===== src/hdl/rkm_pkg.sv =====
`timescale 1ns / 1ps
// ----------------------------------------------------------------------------
// Response keyword matcher package
// Shared types and codes for the keyword matcher and its checker.
// ----------------------------------------------------------------------------
package rkm_pkg;

   // Request mode codes. The fourth code carries no meaning and is ignored.
   typedef enum logic [1:0] {
      MODE_ARM  = 2'd0,
      MODE_BYTE = 2'd1,
      MODE_TICK = 2'd2
   } mode_type;

   // Response outcome codes.
   typedef enum logic {
      OUTCOME_MATCH   = 1'b0,
      OUTCOME_TIMEOUT = 1'b1
   } outcome_type;

   typedef logic [2:0]  csr_index_type;
   typedef logic [63:0] csr_data_type;

   // Register map. Keyword k characters 0 to 7 sit at index 2k, 8 to 15 at 2k+1.
   localparam csr_index_type CSR_KW_CHARS_BASE   = 3'd0;
   localparam csr_index_type CSR_KEYWORD_LENGTHS = 3'd6;
   localparam csr_index_type CSR_TIMEOUT_TICKS   = 3'd7;

   localparam int LEN_FIELD_W    = 5;
   localparam int CHARS_PER_WORD = 8;
   localparam int TICK_W         = 16;

   typedef logic [7:0]        char_type;
   typedef logic [TICK_W-1:0] tick_type;
   typedef logic [1:0]        keyword_index_type;

endpackage


===== src/hdl/response_keyword_matcher_unit.sv =====
`timescale 1ns / 1ps
// ----------------------------------------------------------------------------
// Response keyword matcher unit
// Searches a received byte stream for the first of several configured
// keywords and reports either the matching keyword or a tick timeout.
// ----------------------------------------------------------------------------
//
//   Channel   Direction  Handshake              Payload
//   req_      in         req_valid / req_stall  req_mode, req_rx_byte
//   rsp_      out        rsp_valid / rsp_stall  rsp_outcome, rsp_keyword_index
//   csr_      in         csr_write_en           csr_index, csr_wdata
//
// For every request, the match counters, tick counter and armed flag update
// at the edge that accepts it, and a response, if any, appears in the
// response register on the next cycle. A new request is accepted in
// every cycle, limited only by the single response register.
// Reset is synchronous and active high; it clears all configuration, counts
// and the armed flag, so the block starts idle.
// req_stall rises only while a response is held and rsp_stall is high.
//
module response_keyword_matcher_unit #(
   parameter int KEYWORDS        = 3,
   parameter int KEYWORD_LEN_MAX = 16
) (
   input  logic                          clock,
   input  logic                          reset,
   // Request channel.
   input  logic                          req_valid,
   output logic                          req_stall,
   input  logic [1:0]                    req_mode,
   input  logic [7:0]                    req_rx_byte,
   // Response channel.
   output logic                          rsp_valid,
   input  logic                          rsp_stall,
   output logic                          rsp_outcome,
   output logic [1:0]                    rsp_keyword_index,
   // Configuration write port.
   input  logic                          csr_write_en,
   input  rkm_pkg::csr_index_type        csr_index,
   input  rkm_pkg::csr_data_type         csr_wdata
);

   // A match count never exceeds the clamped keyword length.
   localparam int CNT_W = $clog2(KEYWORD_LEN_MAX + 1);

   typedef logic [CNT_W-1:0] count_type;

   // Configuration storage. Only characters that a keyword of the largest
   // length can reach are kept.
   rkm_pkg::char_type  kw_chars_ff [KEYWORDS][KEYWORD_LEN_MAX];
   count_type          kw_len_ff   [KEYWORDS];
   rkm_pkg::tick_type  timeout_ff;

   // Search state.
   count_type          match_count_ff [KEYWORDS];
   count_type          match_count_in [KEYWORDS];
   rkm_pkg::tick_type  elapsed_ff;
   rkm_pkg::tick_type  elapsed_in;
   logic               armed_ff;
   logic               armed_in;

   // Response register.
   logic               rsp_valid_ff;
   logic               rsp_valid_in;
   logic               rsp_outcome_ff;
   logic               rsp_outcome_in;
   logic [1:0]         rsp_index_ff;
   logic [1:0]         rsp_index_in;

   logic               req_accept;
   logic               result_hit;
   logic               result_outcome;
   logic [1:0]         result_index;
   rkm_pkg::mode_type  mode;
   rkm_pkg::tick_type  tick_next;

   // The response register empties when it is taken, so a request can enter
   // in the same cycle that the previous response leaves.
   assign req_stall  = rsp_valid_ff && rsp_stall;
   assign req_accept = req_valid && !req_stall;
   assign mode       = rkm_pkg::mode_type'(req_mode);

   // ------------------------------------------------------------------------
   // Configuration registers
   // ------------------------------------------------------------------------
   for (genvar k = 0; k < KEYWORDS; k++) begin : g_kw_cfg
      for (genvar p = 0; p < KEYWORD_LEN_MAX; p++) begin : g_char
         localparam rkm_pkg::csr_index_type CharReg = rkm_pkg::csr_index_type'(
            int'(rkm_pkg::CSR_KW_CHARS_BASE) + 2 * k + p / rkm_pkg::CHARS_PER_WORD);
         localparam int CharLsb = 8 * (p % rkm_pkg::CHARS_PER_WORD);

         always_ff @(posedge clock) begin
            if (reset) begin
               kw_chars_ff[k][p] <= '0;
            end else if (csr_write_en && csr_index == CharReg) begin
               kw_chars_ff[k][p] <= csr_wdata[CharLsb +: 8];
            end
         end
      end

      // Lengths above the largest supported one are clamped when written.
      logic [rkm_pkg::LEN_FIELD_W-1:0] len_raw;
      count_type                       len_clamped;

      assign len_raw = csr_wdata[rkm_pkg::LEN_FIELD_W * k +: rkm_pkg::LEN_FIELD_W];

      always_comb begin
         if (len_raw > rkm_pkg::LEN_FIELD_W'(KEYWORD_LEN_MAX)) begin
            len_clamped = CNT_W'(KEYWORD_LEN_MAX);
         end else begin
            len_clamped = CNT_W'(len_raw);
         end
      end

      always_ff @(posedge clock) begin
         if (reset) begin
            kw_len_ff[k] <= '0;
         end else if (csr_write_en && csr_index == rkm_pkg::CSR_KEYWORD_LENGTHS) begin
            kw_len_ff[k] <= len_clamped;
         end
      end
   end

   always_ff @(posedge clock) begin
      if (reset) begin
         timeout_ff <= '0;
      end else if (csr_write_en && csr_index == rkm_pkg::CSR_TIMEOUT_TICKS) begin
         timeout_ff <= csr_wdata[rkm_pkg::TICK_W-1:0];
      end
   end

   // ------------------------------------------------------------------------
   // Per-keyword compare: does the byte equal the next expected character?
   // Each position is compared in parallel and the one at the count selected.
   // ------------------------------------------------------------------------
   logic char_hit [KEYWORDS];

   for (genvar k = 0; k < KEYWORDS; k++) begin : g_cmp
      logic [KEYWORD_LEN_MAX-1:0] pos_hit;

      for (genvar p = 0; p < KEYWORD_LEN_MAX; p++) begin : g_pos
         assign pos_hit[p] = (match_count_ff[k] == CNT_W'(p))
                             && (req_rx_byte == kw_chars_ff[k][p]);
      end

      assign char_hit[k] = (match_count_ff[k] < kw_len_ff[k]) && (|pos_hit);
   end

   // ------------------------------------------------------------------------
   // Next state and result. Keywords are scanned in index order; once one
   // completes, the counts of the keywords after it are left as they are.
   // ------------------------------------------------------------------------
   assign tick_next = (elapsed_ff == '1) ? elapsed_ff : elapsed_ff + 1'b1;

   always_comb begin
      match_count_in = match_count_ff;
      elapsed_in     = elapsed_ff;
      armed_in       = armed_ff;
      result_hit     = 1'b0;
      result_outcome = rkm_pkg::OUTCOME_MATCH;
      result_index   = '0;

      if (req_accept) begin
         case (mode)
            rkm_pkg::MODE_ARM: begin
               for (int k = 0; k < KEYWORDS; k++) begin
                  match_count_in[k] = '0;
               end
               elapsed_in = '0;
               armed_in   = 1'b1;
               // A zero timeout expires on the arm request itself.
               if (timeout_ff == '0) begin
                  armed_in       = 1'b0;
                  result_hit     = 1'b1;
                  result_outcome = rkm_pkg::OUTCOME_TIMEOUT;
               end
            end
            rkm_pkg::MODE_BYTE: begin
               if (armed_ff) begin
                  for (int k = 0; k < KEYWORDS; k++) begin
                     if (!result_hit) begin
                        if (kw_len_ff[k] == '0) begin
                           match_count_in[k] = '0;
                        end else if (char_hit[k]) begin
                           match_count_in[k] = match_count_ff[k] + 1'b1;
                        end else begin
                           match_count_in[k] = '0;
                        end
                        if (kw_len_ff[k] != '0 && match_count_in[k] == kw_len_ff[k]) begin
                           result_hit     = 1'b1;
                           result_outcome = rkm_pkg::OUTCOME_MATCH;
                           result_index   = 2'(k);
                           armed_in       = 1'b0;
                        end
                     end
                  end
               end
            end
            rkm_pkg::MODE_TICK: begin
               if (armed_ff) begin
                  elapsed_in = tick_next;
                  if (tick_next >= timeout_ff) begin
                     armed_in       = 1'b0;
                     result_hit     = 1'b1;
                     result_outcome = rkm_pkg::OUTCOME_TIMEOUT;
                  end
               end
            end
            default: begin
               // The unused mode code leaves everything unchanged.
            end
         endcase
      end
   end

   // ------------------------------------------------------------------------
   // Response register: loaded on a result, emptied when taken.
   // ------------------------------------------------------------------------
   always_comb begin
      rsp_valid_in   = rsp_valid_ff;
      rsp_outcome_in = rsp_outcome_ff;
      rsp_index_in   = rsp_index_ff;
      if (result_hit) begin
         rsp_valid_in   = 1'b1;
         rsp_outcome_in = result_outcome;
         rsp_index_in   = result_index;
      end else if (!rsp_stall) begin
         rsp_valid_in = 1'b0;
      end
   end

   always_ff @(posedge clock) begin
      if (reset) begin
         for (int k = 0; k < KEYWORDS; k++) begin
            match_count_ff[k] <= '0;
         end
         elapsed_ff   <= '0;
         armed_ff     <= 1'b0;
         rsp_valid_ff <= 1'b0;
      end else begin
         match_count_ff <= match_count_in;
         elapsed_ff     <= elapsed_in;
         armed_ff       <= armed_in;
         rsp_valid_ff   <= rsp_valid_in;
      end
   end

   always_ff @(posedge clock) begin
      rsp_outcome_ff <= rsp_outcome_in;
      rsp_index_ff   <= rsp_index_in;
   end

   assign rsp_valid         = rsp_valid_ff;
   assign rsp_outcome       = rsp_outcome_ff;
   assign rsp_keyword_index = rsp_index_ff;

endmodule


===== config.mk =====
export PLATFORM = sky130hd
export DESIGN_NAME = response_keyword_matcher_unit
export DESIGN_NICKNAME = d
export VERILOG_FILES = /design/src/hdl/rkm_pkg.sv /design/src/hdl/response_keyword_matcher_unit.sv
export SDC_FILE = /design/constraint.sdc
export NUM_CORES = 1
export LEC_CHECK = 0
export ABC_CLOCK_PERIOD_IN_PS = 8100
export BUFFER_PORTS_ARGS = -buffer_cell sky130_fd_sc_hd__buf_4
export CAP_MARGIN = 20
export CORE_ASPECT_RATIO = 2
export CORE_MARGIN = 2
export CORE_UTILIZATION = 43
export DETAILED_ROUTE_END_ITERATION = 16
export PLACE_DENSITY_LB_ADDON = 0.05
export SLEW_MARGIN = 20
export SYNTH_ARGS = -nofsm -noshare
export SYNTH_HDL_FRONTEND = slang
export SYNTH_SLANG_ARGS = --single-unit

===== constraint.sdc =====
create_clock -name clock -period 8.1 [get_ports clock]
set_clock_uncertainty 0.15 [all_clocks]
set_input_delay 0.405 -clock clock [delete_from_list [all_inputs] [get_ports clock]]
set_output_delay 0.405 -clock clock [all_outputs]
set_load 0.005 [all_outputs]

# --- Word level (Yosys, flattened, before mapping) ---
# Memories as Yosys holds them, arrays and structs flattened.
# Cells that the tools add are included.
word_totals:
  n_memories: 2
  romBits: 0
  latchBits: 0
  word_cells: 408
  reg_bits: 52
  ramBits: 399
memory_table:
  columns: ["memory", "words", "word_bits", "rd", "rd_ports_with_merged_regs", "wr", "line", "source"]
  rows:
  - ["kw_chars_ff", 3, 128, 3, 0, 3, "response_keyword_matcher_unit.sv:50", "rkm_pkg::char_type kw_chars_ff [KEYWORDS][KEYWORD_LEN_MAX];"]
  - ["kw_len_ff", 3, 5, 3, 0, 3, "response_keyword_matcher_unit.sv:51", "count_type kw_len_ff [KEYWORDS];"]
op_classes:
  shift: 0
  n_reduce_logical: 89
  n_mux: 135
  n_mul: 0
  n_div: 0
  n_eq_ne: 111
  n_lt_le_gt_ge: 7
  addsub: 4
  n_bitwise: 51
ops:
  columns: ["op", "count"]
  rows:
  - ["8-bit == test", 48]
  - ["8-bit 2-to-1 mux", 48]
  - ["5-bit 2-to-1 mux", 25]
  - ["5-bit by 4-bit == test with 1-bit output (second input constant)", 24]
  - ["1-bit logical AND", 64]
  - ["5-bit by 3-bit == test with 1-bit output (second input constant)", 12]
  - ["1-bit 2-to-1 mux", 52]
  - ["1-bit OR", 51]
  - ["16-bit OR reduction", 3]
  - ["16-bit 2-to-1 mux", 2]
  - ["16-bit one-hot mux with 2 select lines", 1]
  - ["5-bit by 2-bit == test with 1-bit output (second input constant)", 6]
  - ["5-bit zero test", 6]
  - ["15-bit one-hot mux with 2 select lines", 1]
  - ["16-bit by 1-bit adder with 16-bit output (second input constant)", 1]
  - ["16-bit == test (second input constant)", 1]
  - ["16-bit greater-or-equal comparator", 1]
  - ["16-bit zero test", 1]
  - ["5-bit by 1-bit adder with 5-bit output (second input constant)", 3]
  - ["5-bit by 1-bit == test with 1-bit output (second input constant)", 3]
  - ["5-bit == test", 3]
  - ["5-bit greater-than comparator (second input constant)", 3]
  - ["5-bit less-than comparator", 3]
  - ["15-bit 2-to-1 mux", 1]
  - ["19 further kinds", 34]

# --- Depth between registers and ports, before layout ---
# An unclocked memory read counts as a cell.
logic_depth:
  word_depth: 39
  depth_mapped: 18

# --- Worst setup path after synthesis ---
# Ideal clock, no wire load.
synth_path:
  kind: "input -> register"
  startpoint: "in csr_index[2]"
  endpoint: "mem kw_chars_ff[0][0] (netlist bit) (enable)"
  setup_slack_ps: 2029
  t_arrival_ps: 5339
  path_buffers: 1
  cell_stages: 2
  path_cell_list: "clkbuf_1 o31ai_1"
synth_rtl:
  columns: ["element", "line", "source"]
  rows:
  - ["start, declared", "response_keyword_matcher_unit.sv:39", "input rkm_pkg::csr_index_type csr_index,"]
  - ["end, declared", "response_keyword_matcher_unit.sv:50", null]

# --- Worst setup path after layout ---
layout_path:
  startpoint: "reg elapsed_ff[6]"
  endpoint: "reg rsp_outcome_ff, in the netlist rsp_outcome (enable)"
layout_via:
  elab_chain_len: 7
  elab_cells_between_ends: 8
layout_lines:
  columns: ["element", "line", "source"]
  rows:
  - ["start, declared", "response_keyword_matcher_unit.sv:57", "rkm_pkg::tick_type elapsed_ff;"]
  - ["start signal, assigned", "response_keyword_matcher_unit.sv:242", "elapsed_ff <= elapsed_in;"]
  - ["16-bit by 1-bit adder with 16-bit output or 16-bit == test (tied branches)", "response_keyword_matcher_unit.sv:153", "assign tick_next = (elapsed_ff == '1) ? elapsed_ff : elapsed_ff + 1'b1;"]
  - ["16-bit 2-to-1 mux *", "response_keyword_matcher_unit.sv:153", null]
  - ["16-bit greater-or-equal comparator *", "response_keyword_matcher_unit.sv:202", "if (tick_next >= timeout_ff) begin"]
  - ["1-bit 2-to-1 mux *", "response_keyword_matcher_unit.sv:202", null]
  - ["1-bit 2-to-1 mux *", "response_keyword_matcher_unit.sv:200", "if (armed_ff) begin"]
  - ["1-bit one-hot mux with 3 select lines *", "response_keyword_matcher_unit.sv:164", "case (mode)"]
  - ["1-bit 2-to-1 mux *", "response_keyword_matcher_unit.sv:163", "if (req_accept) begin"]
  - ["net result_hit", "response_keyword_matcher_unit.sv:71", "logic result_hit;"]
  - ["end signal, assigned", "response_keyword_matcher_unit.sv:249", "rsp_outcome_ff <= rsp_outcome_in;"]
  - ["end, declared", "response_keyword_matcher_unit.sv:65", "logic rsp_outcome_ff;"]
# The timed path passes the listed nets; every way through them passes the cells marked *.
# A chain may end at the register's enable or synchronous reset.

==> flow_metrics.tcl <==
set metrics [dict create \
    outcome "completed" \
    fin_nets 2179 \
    postRouteAntennaNets 0 \
    synth-async-reset-ratio 0 \
    ys.flop_type "edfxtp_1" \
    slowest_stage "or3_1" \
    maxCapViolations 0 \
    ir_drop_mv 0.175 \
    antenna_cells 0 \
    place_hpwl_um 51700 \
    setup_viol 0 \
    relSlewSlack 0.226 \
    slew_violations 0 \
    r2r-start "elapsed_ff[6]$_SDFFE_PP0P_" \
    path_clk_slew_ns 0.07 \
    drive_above_1_share 0.0975 \
    vias 15200 \
    path_buf_inv 0 \
    clock_sinks 451 \
    tns_ns 0 \
    cts-resized-gates 0 \
    pwr-share-comb 0.098 \
    fp.dieH_um 335 \
    start_kind "register" \
    grt_pass1_wl_um 109000 \
    antenna_found_initial 1 \
    rows 121 \
    worstHoldPathType "in2reg" \
    pwr-share-seq 0.523 \
    ys_types 65 \
    initial_core_util 0.434 \
    cts_max_level 2 \
    startpoint "elapsed_ff[6]$_SDFFE_PP0P_" \
    layout_min_cycle_time_ns 4.64 \
    p_leak_uw 0.00916 \
    cts-root-buf "clkbuf_16" \
    gp_congestion 0.901 \
    cts_setup_buffers 0 \
    overflow 0 \
    drtIter0Drc 1054 \
    area_growth_pct 11.3 \
    grt_usage 0.269 \
    clock_latency_ns 0.58 \
    end_kind "register" \
    synth_top_area_frac 0.513 \
    cts_tree "done" \
    synth_area_um2 23500 \
    cpMostUsedCell "a21o_1" \
    rsz0062_at_grt "no" \
    power_frac_clock 0.379 \
    post_drt_via_cell_ratio 5.50 \
    io_buffers 86 \
    synthTopCellsByArea "edfxtp_1, and2_1, xnor2_1" \
    hold_buffers 10 \
    max_stage_delay_ns 0.60 \
    yosys_warnings 0 \
    route.detailed.drc 0 \
    crit_path_max_fanout 12 \
    p_total_uw 5240 \
    tightest_slew_ns 1.15 \
    routedWlPerCell_um 27.3 \
    ys_ff_latch 451 \
    fmax_mhz 215 \
    hold_viol 0 \
    synth_edf_count 402 \
    critical_path_class "reg2reg" \
    grt_max_degree 65 \
    synth_seq_area_share 0.555 \
    grt_pass1_vias 15900 \
    drtPass1Iterations 5 \
    io_pins 87 \
    internal_power_uw 3940 \
    core_area_um2 54200 \
    die_area_um2 56700 \
    routed_wl_um 75300 \
    cts_buffers 44 \
    path_delay_family "compound AO/OA/AOI/OAI gates" \
    path_cells "and2_1, and4_1, nand3_1, or3_1, xnor2_1, ha_1, nand2b_1, a21o_1, a21o_1, a21o_1, a21oi_1, o21ai_0, a21oi_1, o21ai_0, a22o_1" \
    period_share 0.573 \
    arrival_ns 4.82 \
    syn_avg_cell_area_um2 11.9 \
    cts_buffer_depth 3 \
    cp.required_ns 8.28 \
    powerDensity_nw_per_um2 200 \
    die_w_um 169 \
    synthCells 1979 \
    power_switching_uw 1310 \
    synth_top_area_cell "edfxtp_1" \
    syn-num-nets 2109 \
    swShare 0.249 \
    hold_start "csr_wdata[31]" \
]
-- registers in the layout, indices dropped and copies added, names as in the netlist --
signal,count
kw_chars_ff,384
elapsed_ff,16
timeout_ff,16
kw_len_ff,15
match_count_ff,15
rsp_keyword_index,2
armed_ff,1
rsp_outcome,1
rsp_valid,1
-- synth_stat cells, drive strengths merged (4+ instances only) --
library cell    n
a2111oi         4
a211oi          5
a21o           12
a21oi          39
a22oi          17
and2          404
buf            49
clkbuf         51
dfxtp          49
edfxtp        402
ha             48
inv            51
nand2          80
nand2b         13
nand3          29
nand4          81
nor2           44
nor2b           5
nor3           43
nor3b           4
nor4           53
o21ai          28
o22ai           7
o32ai           4
or3             4
xnor2         250
xor2          159
-- power by group through the flow --
stage	Clock, uW	Combinational [uW]	Sequential (uW)
after floorplan	0	324	2790
after global placement	0	515	2790
after detailed placement	0	516	2790
after CTS	2030	523	2740
after global routing	2090	552	2760
final	1990	515	2740
-- stage by stage --
stage	util	area [um^2]	hold slack (ns)	worst slack [ns]	std cells
floorplan	-	23500	0.299	2.03	1979
global placement	0.456	24700	0.310	3.46	2668
detailed placement	0.457	24800	0.314	3.40	2669
CTS	0.483	26200	0.00227	3.53	2759
global route	0.483	26200	0.0164	3.37	2759
finish	0.483	26200	0.0233	3.46	2759
-- layout by cell type (no fill, tap or decap), drive strengths merged, types with 4 or more instances in the layout --
| cell | instances |
|---|---|
| nand3 | 29 |
| nand2b | 13 |
| clkbuf | 55 |
| ha | 48 |
| buf | 114 |
| dlygate4sd3 | 10 |
| a2111oi | 4 |
| a22oi | 17 |
| or3 | 4 |
| dfxtp | 49 |
| nor3b | 4 |
| a21o | 12 |
| nor2b | 5 |
| o22ai | 7 |
| inv | 51 |
| o32ai | 4 |
| nand2 | 80 |
| nor4 | 53 |
| o21ai | 28 |
| clkinv | 22 |
| nor3 | 43 |
| xnor2 | 250 |
| edfxtp | 402 |
| and2 | 404 |
| a211oi | 5 |
| nand4 | 81 |
| nor2 | 44 |
| a21oi | 39 |
| xor2 | 159 |
-- worst paths after layout --
check                                                    endpoint  cells past startpoint  slack [ns]
worst min register to register         timeout_ff[6]$_SDFFE_PP0P_                      2        0.33
worst max register to register          rsp_outcome$_SDFFCE_PN0P_                     15        3.46
worst min-delay path            kw_chars_ff[2][103]$_SDFFCE_PN0P_                      2        0.02
worst max-delay path                    rsp_outcome$_SDFFCE_PN0P_                     15        3.46
-- cells by family after synthesis --
kind of cell | after synthesis | synth area share
muxes | 2 | 0.000904
and+or+nand+nor | 774 | 0.191
AOI/OAI and AO/OA | 144 | 0.0412
adders and majority gates | 48 | 0.0255
xor gates and xnor gates | 409 | 0.152
DFF | 451 | 0.555
buffers and inverters | 151 | 0.0344
-- area by class of cell --
cell class / count / area, um^2
Clock buffer: 55 / 1180
Multi-Input combinational cell: 1377 / 9810
Sequential cell: 451 / 13100
Tap cell: 676 / 846
Fill cell: 4944 / 28000
Timing Repair Buffer: 124 / 956
Clock inverter: 25 / 151
Inverter: 51 / 191
-- metal layers --
layer	track usage	part of all wire	vias up
met2	0.525	0.56	344
met3	0.0258	0.028	143
met1	0.282	0.36	7660
met5	0	0.00024	-
met4	0.134	0.057	2
li1	-	-	7032
Power figures use the tool's default switching activity.
